$ cat src/design/fcgipp_pkg.sv
// Shared types and constants for the FastCGI parameter-record parser.
// Used by fcgipp_decode and fastcgi_params_parser; depends on nothing.
package fcgipp_pkg;

    // Parser phase, one-hot
    typedef enum logic [8:0] {
        PH_IDLE  = 9'b000000001,
        PH_HEAD  = 9'b000000010,
        PH_NLEN  = 9'b000000100,
        PH_NEXT  = 9'b000001000,
        PH_VLEN  = 9'b000010000,
        PH_VEXT  = 9'b000100000,
        PH_NAME  = 9'b001000000,
        PH_VALUE = 9'b010000000,
        PH_DONE  = 9'b100000000
    } t_phase;

    // Result kinds
    localparam logic [2:0] KIND_NAME  = 3'd0;
    localparam logic [2:0] KIND_VALUE = 3'd1;
    localparam logic [2:0] KIND_PAIR  = 3'd2;
    localparam logic [2:0] KIND_OK    = 3'd3;
    localparam logic [2:0] KIND_FAIL  = 3'd4;

    // Header byte offsets (begin-request record, then params record header)
    localparam logic [4:0] OFF_VERSION  = 5'd0;
    localparam logic [4:0] OFF_TYPE     = 5'd17;
    localparam logic [4:0] OFF_CLEN_HI  = 5'd20;
    localparam logic [4:0] OFF_CLEN_LO  = 5'd21;
    localparam logic [4:0] OFF_HDR_LAST = 5'd23;

    localparam logic [7:0]  TYPE_PARAMS   = 8'd4;
    localparam logic [30:0] MAX_FIELD_RST = 31'd65534;

    // One result item
    typedef struct packed {
        logic [2:0] kind;
        logic [7:0] data;
    } t_result;

    // Results caused by one input byte, in delivery order from slot 0
    typedef struct packed {
        logic [1:0]        cnt;
        t_result [2:0]     res;
    } t_res_set;

endpackage

$ cat src/design/fastcgi_params_parser.sv
// Top level of the FastCGI parameter-record parser: input register, result
// buffer and configuration register. Depends on fcgipp_pkg, fcgipp_decode.
//
// Usage:
//   s_axis carries one message byte per transfer; tuser marks the first byte
//   of a message (restarts the parser), tlast the final byte.
//   m_axis delivers result items: tuser is the kind (name byte, value byte,
//   pair complete, success, failure), tdata the name/value byte, tlast marks
//   the last result caused by one input byte.
//   The cfg channel writes the maximum field length; it is always ready and
//   should be written only while no message is in flight.
// Timing:
//   An input byte is held in the input register and decoded into the result
//   buffer, from which its first result is presented on m_axis. One byte per
//   cycle is sustained while m_axis_tready is high and each byte gives at most
//   one result; a byte giving several results holds the 3-entry result buffer
//   until its last result transfers.
//   Bytes with no result pass without waiting.
// Reset: parser idle, buffers empty, maximum field length 65534.
// Stall: while m_axis_tready is low the result buffer holds; a byte with
//   results then waits in the input register and s_axis_tready drops.
module fastcgi_params_parser (
    input  logic        i_clk,
    input  logic        i_rst_n,
    input  logic        s_axis_tvalid,
    output logic        s_axis_tready,
    input  logic [7:0]  s_axis_tdata,   // [7:0] data_byte
    input  logic [0:0]  s_axis_tuser,   // [0] first_byte
    input  logic        s_axis_tlast,   // last_byte
    output logic        m_axis_tvalid,
    input  logic        m_axis_tready,
    output logic [7:0]  m_axis_tdata,   // [7:0] out_byte
    output logic [2:0]  m_axis_tuser,   // [2:0] out_kind
    output logic        m_axis_tlast,   // run_last
    input  logic        i_cfg_valid,
    output logic        o_cfg_ready,
    input  logic [30:0] i_cfg_data
);

    logic        r_in_vld;
    logic [7:0]  r_in_byte;
    logic        r_in_first;
    logic        r_in_last;
    logic [30:0] r_max_len;

    fcgipp_pkg::t_result [2:0] r_res;
    logic [1:0]                r_cnt;

    fcgipp_pkg::t_res_set dec_res;
    logic                 out_xfer;
    logic                 can_load;
    logic                 advance;

    // Configuration register
    assign o_cfg_ready = 1'b1;

    always_ff @(posedge i_clk) begin
        if (!i_rst_n) begin
            r_max_len <= fcgipp_pkg::MAX_FIELD_RST;
        end else if (i_cfg_valid) begin
            r_max_len <= i_cfg_data;
        end
    end

    // Handshake control
    assign out_xfer      = m_axis_tvalid && m_axis_tready;
    assign can_load      = (r_cnt == 2'd0) || (r_cnt == 2'd1 && m_axis_tready);
    assign advance       = r_in_vld && (dec_res.cnt == 2'd0 || can_load);
    assign s_axis_tready = !r_in_vld || advance;

    // Input register
    always_ff @(posedge i_clk) begin
        if (!i_rst_n) begin
            r_in_vld <= 1'b0;
        end else if (s_axis_tvalid && s_axis_tready) begin
            r_in_vld <= 1'b1;
        end else if (advance) begin
            r_in_vld <= 1'b0;
        end
    end

    always_ff @(posedge i_clk) begin
        if (s_axis_tvalid && s_axis_tready) begin
            r_in_byte  <= s_axis_tdata;
            r_in_first <= s_axis_tuser[0];
            r_in_last  <= s_axis_tlast;
        end
    end

    fcgipp_decode u_decode (
        .i_clk     (i_clk),
        .i_rst_n   (i_rst_n),
        .i_step    (advance),
        .i_byte    (r_in_byte),
        .i_first   (r_in_first),
        .i_last    (r_in_last),
        .i_max_len (r_max_len),
        .o_results (dec_res)
    );

    // Result buffer: load a whole set, shift out one entry per transfer
    always_ff @(posedge i_clk) begin
        if (!i_rst_n) begin
            r_cnt <= 2'd0;
        end else if (advance && dec_res.cnt != 2'd0) begin
            r_cnt <= dec_res.cnt;
        end else if (out_xfer) begin
            r_cnt <= r_cnt - 2'd1;
        end
    end

    always_ff @(posedge i_clk) begin
        if (advance && dec_res.cnt != 2'd0) begin
            r_res <= dec_res.res;
        end else if (out_xfer) begin
            r_res[0] <= r_res[1];
            r_res[1] <= r_res[2];
        end
    end

    assign m_axis_tvalid = (r_cnt != 2'd0);
    assign m_axis_tdata  = r_res[0].data;
    assign m_axis_tuser  = r_res[0].kind;
    assign m_axis_tlast  = (r_cnt == 2'd1);

endmodule

$ cat src/design/fcgipp_decode.sv
// Byte decoder of the FastCGI parameter parser: parser state registers and
// the per-byte next-state and result logic. Depends on fcgipp_pkg.
module fcgipp_decode (
    input  logic                 i_clk,
    input  logic                 i_rst_n,
    input  logic                 i_step,      // commit this byte's state update
    input  logic [7:0]           i_byte,
    input  logic                 i_first,
    input  logic                 i_last,
    input  logic [30:0]          i_max_len,
    output fcgipp_pkg::t_res_set o_results
);

    fcgipp_pkg::t_phase r_phase, n_phase, ph;
    logic [4:0]  r_hoff, n_hoff, hoff;
    logic [15:0] r_cl, n_cl, cl;
    logic [1:0]  r_ext, n_ext;
    logic [30:0] r_acc, n_acc;
    logic [30:0] r_hnl, n_hnl;
    logic [30:0] r_hvl, n_hvl;
    logic [30:0] r_fl, n_fl;

    logic [30:0] len;
    logic        len_done;
    logic        emit_data;
    logic [2:0]  data_kind;
    logic        emit_pair;
    logic        v_ok;
    logic        v_fail;

    fcgipp_pkg::t_result res_data, res_pair, res_verd;

    // Next state and results for the byte at the input
    always_comb begin
        ph   = i_first ? fcgipp_pkg::PH_HEAD : r_phase;
        hoff = i_first ? 5'd0 : r_hoff;
        cl   = i_first ? 16'd0 : r_cl;

        n_phase = ph;
        n_hoff  = hoff;
        n_cl    = cl;
        n_ext   = r_ext;
        n_acc   = r_acc;
        n_hnl   = r_hnl;
        n_hvl   = r_hvl;
        n_fl    = r_fl;

        len        = 31'd0;
        len_done   = 1'b0;
        emit_data  = 1'b0;
        data_kind  = fcgipp_pkg::KIND_NAME;
        emit_pair  = 1'b0;
        v_ok       = 1'b0;
        v_fail     = 1'b0;

        if (ph == fcgipp_pkg::PH_HEAD) begin
            if (hoff == fcgipp_pkg::OFF_VERSION && i_byte == 8'd0) begin
                v_fail = 1'b1;
            end else if (hoff == fcgipp_pkg::OFF_TYPE && i_byte != fcgipp_pkg::TYPE_PARAMS) begin
                v_fail = 1'b1;
            end else if (hoff == fcgipp_pkg::OFF_CLEN_HI) begin
                n_cl = {i_byte, 8'd0};
            end else if (hoff == fcgipp_pkg::OFF_CLEN_LO) begin
                n_cl = {cl[15:8], i_byte};
            end
            if (!v_fail) begin
                if (hoff >= fcgipp_pkg::OFF_HDR_LAST) begin
                    n_phase = fcgipp_pkg::PH_NLEN;
                    if (n_cl == 16'd0) begin
                        v_ok = 1'b1;
                    end else if (i_last) begin
                        v_fail = 1'b1;
                    end
                end else begin
                    n_hoff = hoff + 5'd1;
                    if (i_last) begin
                        v_fail = 1'b1;
                    end
                end
            end
        end else if (ph != fcgipp_pkg::PH_IDLE && ph != fcgipp_pkg::PH_DONE) begin
            n_cl = cl - 16'd1;
            case (ph)
                fcgipp_pkg::PH_NLEN, fcgipp_pkg::PH_VLEN: begin
                    if (i_byte[7]) begin
                        // long form: three more length bytes follow
                        n_acc   = {24'd0, i_byte[6:0]};
                        n_ext   = 2'd3;
                        n_phase = (ph == fcgipp_pkg::PH_NLEN) ? fcgipp_pkg::PH_NEXT
                                                              : fcgipp_pkg::PH_VEXT;
                    end else begin
                        len      = {23'd0, i_byte};
                        len_done = 1'b1;
                    end
                end
                fcgipp_pkg::PH_NEXT, fcgipp_pkg::PH_VEXT: begin
                    n_acc = {r_acc[22:0], i_byte};
                    n_ext = r_ext - 2'd1;
                    if (n_ext == 2'd0) begin
                        len      = n_acc;
                        len_done = 1'b1;
                    end
                end
                fcgipp_pkg::PH_NAME: begin
                    emit_data = 1'b1;
                    data_kind = fcgipp_pkg::KIND_NAME;
                    n_fl      = r_fl - 31'd1;
                    if (n_fl == 31'd0) begin
                        if (r_hvl == 31'd0) begin
                            emit_pair = 1'b1;
                            n_phase   = fcgipp_pkg::PH_NLEN;
                        end else begin
                            n_fl    = r_hvl;
                            n_phase = fcgipp_pkg::PH_VALUE;
                        end
                    end
                end
                default: begin
                    emit_data = 1'b1;
                    data_kind = fcgipp_pkg::KIND_VALUE;
                    n_fl      = r_fl - 31'd1;
                    if (n_fl == 31'd0) begin
                        emit_pair = 1'b1;
                        n_phase   = fcgipp_pkg::PH_NLEN;
                    end
                end
            endcase

            // a complete length was decoded this byte
            if (len_done) begin
                if (n_phase == fcgipp_pkg::PH_NLEN || n_phase == fcgipp_pkg::PH_NEXT) begin
                    if (len == 31'd0) begin
                        v_ok = 1'b1;
                    end else if (len > i_max_len) begin
                        v_fail = 1'b1;
                    end else begin
                        n_hnl   = len;
                        n_phase = fcgipp_pkg::PH_VLEN;
                    end
                end else if (len > i_max_len) begin
                    v_fail = 1'b1;
                end else begin
                    n_hvl   = len;
                    n_fl    = r_hnl;
                    n_phase = fcgipp_pkg::PH_NAME;
                end
            end

            // content used up, or stream ended inside the content
            if (!v_ok && !v_fail) begin
                if (n_cl == 16'd0) begin
                    if (n_phase == fcgipp_pkg::PH_NLEN) begin
                        v_ok = 1'b1;
                    end else begin
                        v_fail = 1'b1;
                    end
                end else if (i_last) begin
                    v_fail = 1'b1;
                end
            end
        end

        if (v_ok || v_fail) begin
            n_phase = fcgipp_pkg::PH_DONE;
        end
    end

    // Results in order: data byte, pair mark, verdict
    always_comb begin
        res_data.kind = data_kind;
        res_data.data = i_byte;
        res_pair.kind = fcgipp_pkg::KIND_PAIR;
        res_pair.data = 8'd0;
        res_verd.kind = v_fail ? fcgipp_pkg::KIND_FAIL : fcgipp_pkg::KIND_OK;
        res_verd.data = 8'd0;

        o_results.cnt    = {1'b0, emit_data} + {1'b0, emit_pair} + {1'b0, v_ok | v_fail};
        o_results.res[0] = emit_data ? res_data : (emit_pair ? res_pair : res_verd);
        o_results.res[1] = (emit_data && emit_pair) ? res_pair : res_verd;
        o_results.res[2] = res_verd;
    end

    // State registers
    always_ff @(posedge i_clk) begin
        if (!i_rst_n) begin
            r_phase <= fcgipp_pkg::PH_IDLE;
            r_hoff  <= 5'd0;
            r_cl    <= 16'd0;
            r_ext   <= 2'd0;
            r_acc   <= 31'd0;
            r_hnl   <= 31'd0;
            r_hvl   <= 31'd0;
            r_fl    <= 31'd0;
        end else if (i_step) begin
            r_phase <= n_phase;
            r_hoff  <= n_hoff;
            r_cl    <= n_cl;
            r_ext   <= n_ext;
            r_acc   <= n_acc;
            r_hnl   <= n_hnl;
            r_hvl   <= n_hvl;
            r_fl    <= n_fl;
        end
    end

endmodule

$ cat config.mk
export PLATFORM = sky130hd
export DESIGN_NAME = fastcgi_params_parser
export DESIGN_NICKNAME = d
export VERILOG_FILES = /design/src/design/fcgipp_pkg.sv /design/src/design/fastcgi_params_parser.sv /design/src/design/fcgipp_decode.sv
export SDC_FILE = /design/constraint.sdc
export NUM_CORES = 1
export LEC_CHECK = 0
export BUFFER_PORTS_ARGS = -buffer_cell sky130_fd_sc_hd__buf_2
export CORE_MARGIN = 2
export CORE_UTILIZATION = 40
export CTS_CLUSTER_SIZE = 20
export DETAILED_ROUTE_END_ITERATION = 16
export PLACE_DENSITY = 0.67
export REMOVE_ABC_BUFFERS = 1
export SLEW_MARGIN = 20
export SYNTH_ARGS = -nofsm -noshare
export SYNTH_HDL_FRONTEND = slang
export SYNTH_SLANG_ARGS = --single-unit
$ cat constraint.sdc
create_clock -name i_clk -period 8.42 [get_ports i_clk]
set_input_delay 0 -clock i_clk [delete_from_list [all_inputs] [get_ports i_clk]]
set_output_delay 0 -clock i_clk [all_outputs]
set_load 0.02 [all_outputs]
==> run summary, run 1 <==
Worst Setup Path Type: reg2reg
IO Count: 61
First-pass GRT wire length: 59200 µm
Die width: 180 µm
Max stage delay on crit path: 800 ps
Synth area leader: dfxtp_1
Number of synthesized flops with an enable pin: 26
Total number of vias: 11.7k
Global route total overflow: 0
Initial antenna violation count: 0
Post_cts resized: 0
CTS max path bufs: 3
H-Tree Depth: 1
P_int: 2150 µW
Skew final: 18.7 ps
Reg clk slew, reported paths: 60 ps
Switching Power: 1080 µW
Max Cap Viol: 0
Design area: 0.0140 mm²
Initial DRC Count: 1356
CTS Root Buffer Type: clkbuf_16
Die Y: 180 µm
Final #Nets: 1680
Fill count: 3013
Total Power: 3230 µW
Detailed placement HPWL: 24900 µm
Placed cells: 1919
Top_reg_cell synth: dfxtp_1
CTS tree: done
DRT Pass-1 Iters: 6
Critical Path Fanout Max: 66
Non-filler instance count after layout: 2005
CTS Sinks: 208
Worst-Skew Late Latency: 530 ps
Layout area overhead: 13.3%
RSZ-0062 raised after global routing: false
Largest net degree at the start of global routing: 100
DR vias/cell: 5.83
Netlist cell types: 87
Crit path time final: 7600 ps
Detail Route Antenna Nets: 0
Top cell type's share of synthesized area: 0.296
Syn Std Cell Area: 0.0123 mm²
Data required, critical path: 8860 ps
Syn. warnings: 0
Pins Over Slew Limit: 0
Top post-synthesis cells by area: dfxtp_1 30%, nand2_1 6.4%, edfxtp_1 6.3%
Fin crit share: 0.903
Avg Cell Area, Syn: 7.84 µm²
Pleak: 0.00567 µW
Die Area: 0.0322 mm²
Core Box Area: 0.0304 mm²
Crit path capture type: register
Drt drc: 0
Share of post-route cells with drive strength above 1: 0.0994
Hold WC Path Type: in2reg
Worst path arrival time: 8040 ps
Sequential share of power: 0.360
CTS buffer count: 23
FF+latch count, synth: 208
Final setup violation count: 0
Cell count after synthesis: 1572
Slew HR: 0.299
Global-route usage over all layers: 0.221
ANT cells: 0
CP max-delay cell: a211o_1
Clock power share: 0.331
WL/cell: 18.5 µm
Placed Area: 0.0127 mm²
Routed WL: 37000 µm
Placement Rows: 64
RD Place Congestion: 0.895
Outcome: complete, no violations
WP buf/inv: 2
Register area share after synthesis: 0.359
Slew @ Worst Pin: 1050 ps
Peak supply drop: 170 µV
Port Buffers: 59
Hold Fails Final Rpt: 0
Initial Utilization: 0.405
Startpoint types: register
Delay-heaviest family, CP: compound AO/OA/AOI/OAI gates
Comb pwr share: 0.309
Switching share of power: 0.334
Vias in the first global route: 10.8k
Async SR Flop Fraction: 0
Pwr dens: 231 mW/mm²
FMAX: 132 MHz
[per-layer routing]
layer  GRT usage  vias up  share of wire
li1            -     5676              -
met5           0        -              0
met3      0.0267       42          0.070
met1       0.327     5543           0.47
met2       0.339      435           0.44
met4      0.0553        0          0.017
[final cells by class]
type,instances,area [µm²],share of cell area
Multi-Input combinational cell,1181,7150,0.512
Inverter,55,208,0.0149
Timing Repair Buffer,123,886,0.0635
Clock inverter,12,145,0.0104
Tap cell,396,495,0.0355
Clock buffer,30,652,0.0467
Sequential cell,208,4420,0.317
[cell usage in the layout, fill, tap and decap left out, types with 9 or more instances in the layout]
cell           instances
a21o_1                18
a21oi_1              120
a22oi_1               22
a31oi_1                9
and2_1                38
and3_1                31
buf_2                 59
buf_4                 20
clkbuf_16             23
dfxtp_1              182
dlygate4sd3_1         44
edfxtp_1              26
ha_1                  41
inv_1                 52
mux2i_1               45
nand2_1              211
nand2b_1              17
nand3_1               68
nand3b_1               9
nand4_1               16
nor2_1               142
nor2b_1               11
nor3_1                37
nor4_1                32
o211ai_1              28
o21a_1                10
o21ai_0               61
o21ai_1               26
o31ai_1                9
or3_1                 17
or4_1                 12
xnor2_1               13
[synthesized netlist by cell type (all sizes together) (31+ instances only)]
cell type and count:
buf 34, nand3 68, nand2 211, ha 41, and3 31, o21ai 88
a21oi 120, inv 54, and2 38, clkbuf 94, dfxtp 182, nor3 40
nor4 36, mux2i 45, nor2 142
[power groups by stage]
stage                     combinational [µW]  clock (µW)  sequential (µW)
after floorplan                          729           0             1170
after global placement                   950           0             1180
after detailed placement                 961           0             1180
after CTS                                987        1090             1160
after global routing                    1100        1120             1170
final                                    998        1070             1160
[registers in the layout, summed over array words and instances (netlist names)]
name              count
m_axis_tdata          8
u_decode.r_ext        2
r_in_vld              1
u_decode.r_hoff       5
m_axis_tuser          3
u_decode.r_acc       23
r_cnt                 2
u_decode.r_hvl       31
u_decode.r_fl        31
r_in_last             1
r_in_first            1
r_max_len            31
u_decode.r_cl        16
u_decode.r_hnl       31
r_res                 5
u_decode.r_phase      9
r_in_byte             8
[timing repair]
| action | 4_1_cts | 5_1_grt |
|---|---|---|
| hold buffers | 44 | 0 |
| endpoints found under the hold margin | 43 | 0 |
| setup buffers | 0 | 0 |
[path summary, 6_finish.rpt]
path	end	startpoint	cells past startpoint	slack (ps)
min	r_max_len[15]$_SDFFE_PN1P_	i_rst_n	3	160
min reg2reg	u_decode.r_hnl[12]$_SDFFE_PN0P_	u_decode.r_hnl[12]$_SDFFE_PN0P_	2	450
max	u_decode.r_hvl[14]$_SDFFE_PN0P_	r_in_first$_DFFE_PP_	26	820
max reg2reg	u_decode.r_hvl[14]$_SDFFE_PN0P_	r_in_first$_DFFE_PP_	26	820
[worst reg2reg max path, cell delays in order, from the launching register on]
cell      delay (ps)
edfxtp_1         410
buf_4            550
nand2b_1         310
o22ai_1          190
or3_1            470
o22ai_1          220
and2_1           270
ha_1             280
nor2b_1          140
o21a_1           170
o21a_1           170
o41ai_1          260
a311o_1          260
a21oi_1          150
nand3b_1         220
nand4b_1         220
o211ai_2         160
buf_4            210
and2_1           200
fa_1             460
a221oi_1         590
nand2b_1         210
nor2_1           120
nand2_1          180
a211o_1          810
nand2_1          150
a21oi_1          170
[logic make-up after synthesis]
group / count (synthesis) / synth area share
AO/OA/AOI/OAI: 380 / 0.199
flip-flops: 208 / 0.359
AND/OR/NAND/NOR: 690 / 0.282
multiplexers: 47 / 0.0384
XOR/XNOR: 21 / 0.0149
buffers and inverters: 183 / 0.0628
adder cells (fa/ha/maj): 42 / 0.0433
other: 1 / 0.000304
[per-stage QoR]
step | utilization | hold slack (ps) | setup TNS, ps | setup slack, ps
6_report | 0.459 | 161 | 0 | 818
2_1_floorplan | - | 98.6 | -6550 | -233
3_5_place_dp | 0.418 | 178 | 0 | 1040
5_1_grt | 0.459 | 184 | 0 | 280
4_1_cts | 0.459 | 152 | 0 | 991
3_3_place_gp | 0.418 | 178 | 0 | 1130
Power figures use the tool's default switching activity.
==> run 2: changes to the inputs <==
==> constraint.sdc (replaced) <==
create_clock -name i_clk -period 7 [get_ports i_clk]
set_input_delay 0 -clock i_clk [delete_from_list [all_inputs] [get_ports i_clk]]
set_output_delay 0 -clock i_clk [all_outputs]
set_load 0.02 [all_outputs]
==> run summary, run 2 (same netlist as run 1, synthesis figures left out) <==
Outcome: complete, no violations
Pwr dens: 272 mW/mm² (+18%)
Non-filler instance count after layout: 2021 (+0.80%)
Startpoint types: register
Data required, critical path: 7440 ps (-1420 ps)
Detailed placement HPWL: 25100 µm (+0.59%)
Largest net degree at the start of global routing: 69 (-31%)
CTS max path bufs: 3 (unchanged)
CTS Sinks: 208 (unchanged)
Die Y: 180 µm (unchanged)
RD Place Congestion: 0.918 (+2.5%)
Core Box Area: 0.0304 mm² (unchanged)
First-pass GRT wire length: 59000 µm (-0.40%)
Switching Power: 1320 µW (+23%)
Area of the multi-input gates: 0.00717 mm² (+0.28%)
Final setup violation count: 0 (unchanged)
Die Area: 0.0322 mm² (unchanged)
Depth of the most critical reg-to-reg path: 25 (-3.8%)
Placed cells: 1933 (+0.73%)
IO Count: 61 (unchanged)
Worst Setup Path Type: reg2reg
Peak supply drop: 213 µV (+25%)
Hold WC Path Type: in2reg
Sequential cell area: 0.00442 mm² (unchanged)
Initial DRC Count: 1060 (-22%)
Crit path capture type: register
Layout area overhead: 14.2%
Most Used Layer, Global Route: met2
Setup WS post-layout: 313 ps (-504 ps)
Final TNS setup: 0 ps (unchanged)
Reg clk slew, reported paths: 60 ps (about the same)
Pins Over Slew Limit: 0 (unchanged)
Most frequent cells in the layout: 211 x nand2_1, 182 x dfxtp_1, 141 x nor2_1
Crit path time final: 6690 ps (-916 ps)
DR vias/cell: 5.81 (-0.44%)
GR Util met1: 0.308 (-0.0196)
WL/cell: 18.2 µm (-1.3%)
CTS Root Buffer Type: clkbuf_16
Slew HR: 0.346 (+0.0472)
Placement Rows: 64 (unchanged)
Hold Fails Final Rpt: 0 (unchanged)
Slew @ Worst Pin: 981 ps (-70.8 ps)
CTS buffer count: 23 (unchanged)
Most common cell after layout, fill and taps aside: nand2_1
Total number of vias: 11.7k (+0.36%)
Worst-Skew Late Latency: 530 ps (about the same)
Fill count: 3015 (+0.066%)
DRT Pass-1 Iters: 6 (unchanged)
Clock power share: 0.315 (-0.016)
GR Util met2: 0.346 (+0.00644)
P_int: 2510 µW (+17%)
Detail Route Antenna Nets: 0 (unchanged)
Vias in the first global route: 10.9k (+0.82%)
GR Layer Usage met3: 0.0367 (+0.00993)
Port Buffers: 59 (unchanged)
CTS tree: done
Sequential share of power: 0.364 (+0.004)
Worst setup startpoint: u_decode.r_phase[0]$_SDFFE_PN1N_
Fin crit share: 0.955 (+0.0523)
Initial Utilization: 0.405 (unchanged)
FMAX: 150 MHz (+14%)
Initial antenna violation count: 1 (+1)
Max stage delay on crit path: 530 ps (-270 ps)
Worst path arrival time: 7130 ps (-910 ps)
Die width: 180 µm (unchanged)
Reg-to-reg endpoint: u_decode.r_ext[1]$_SDFFE_PN0P_
Pleak: 0.00572 µW (+0.90%)
CP max-delay cell: nor4_1
Global-route usage over all layers: 0.220 (-0.00119)
Max Cap Viol: 0 (unchanged)
Routed WL: 36800 µm (-0.46%)
Global route total overflow: 0 (unchanged)
Drt drc: 0 (unchanged)
Crit path to: u_decode.r_ext[1]$_SDFFE_PN0P_
Final #Nets: 1695 (+0.89%)
Skew final: 21.3 ps (+2.51 ps)
Reg2reg setup slack: 310 ps (-500 ps)
Pre-CTS setup slack: 136 ps (-903 ps)
Share of post-route cells with drive strength above 1: 0.110 (+0.0102)
Reg-to-reg startpoint: u_decode.r_phase[0]$_SDFFE_PN1N_
Switching share of power: 0.345 (+0.0110)
H-Tree Depth: 1 (unchanged)
Critical Path Fanout Max: 32 (-52%)
Comb pwr share: 0.321 (+0.012)
[run 2: how the worst min path moves through the flow]
stage	endpoint	startpoint	cells past startpoint	slack, ps
detailed placement	r_in_byte[6]$_DFFE_PP_	s_axis_tdata[6]	1	180
finish	r_max_len[15]$_SDFFE_PN1P_	i_rst_n	3	140
CTS	r_max_len[15]$_SDFFE_PN1P_	i_rst_n	3	130
global placement	r_in_byte[6]$_DFFE_PP_	s_axis_tdata[6]	1	180
global route	r_max_len[15]$_SDFFE_PN1P_	i_rst_n	3	150
floorplan	r_max_len[10]$_SDFFE_PN1P_	i_rst_n	1	100
[run 2: area by class of cell]
class / instances / share of cell area
timing repair buffer: 138 / 0.0724
inverter: 55 / 0.0148
sequential: 208 / 0.315
multi-input combinational: 1181 / 0.510
clock buffer: 26 / 0.0438
antenna: 1 / 0.000178
clock inverter: 16 / 0.00952
tap: 396 / 0.0352
[run 2: metal layers]
metal  up-vias  wire [µm]
met4         0        887
li1       5704          -
met2       397      16400
met1      5578      17300
met5         -          0
met3        59       2260
[run 2: repair_timing]
action,in CTS,in global routing
setup buffers,0,1
endpoints found under the hold margin,43,0
setup endpoints to repair,0,143
hold buffers,44,0
resized for setup,0,7
[run 2: per-stage QoR]
step / cell area, µm² / util / total power [µW] / hold slack (ps)
floorplan: 11800 / - / 2290 / 98.6
global placement: 12800 / 0.422 / 2580 / 177
detailed placement: 12800 / 0.422 / 2600 / 178
CTS: 14000 / 0.461 / 3830 / 130
global route: 14100 / 0.462 / 4040 / 149
finish: 14100 / 0.462 / 3830 / 138
[run 2: power groups by stage]
stage                     registers [µW]  logic (µW)  clock network, µW
after floorplan                     1410         877                  0
final                               1400        1230               1210
after CTS                           1390        1210               1230
after global placement              1420        1160                  0
after global routing                1410        1370               1270
after detailed placement            1420        1180                  0
[run 2: worst max-delay path: cells and delay by family (launching register included)]
kind / cells / cell delay (ps)
and+or+nand+nor: 15 / 3540
AOI/OAI and AO/OA: 5 / 1120
buffers and inverters: 3 / 890
adders and majority gates: 2 / 660
DFF: 1 / 350
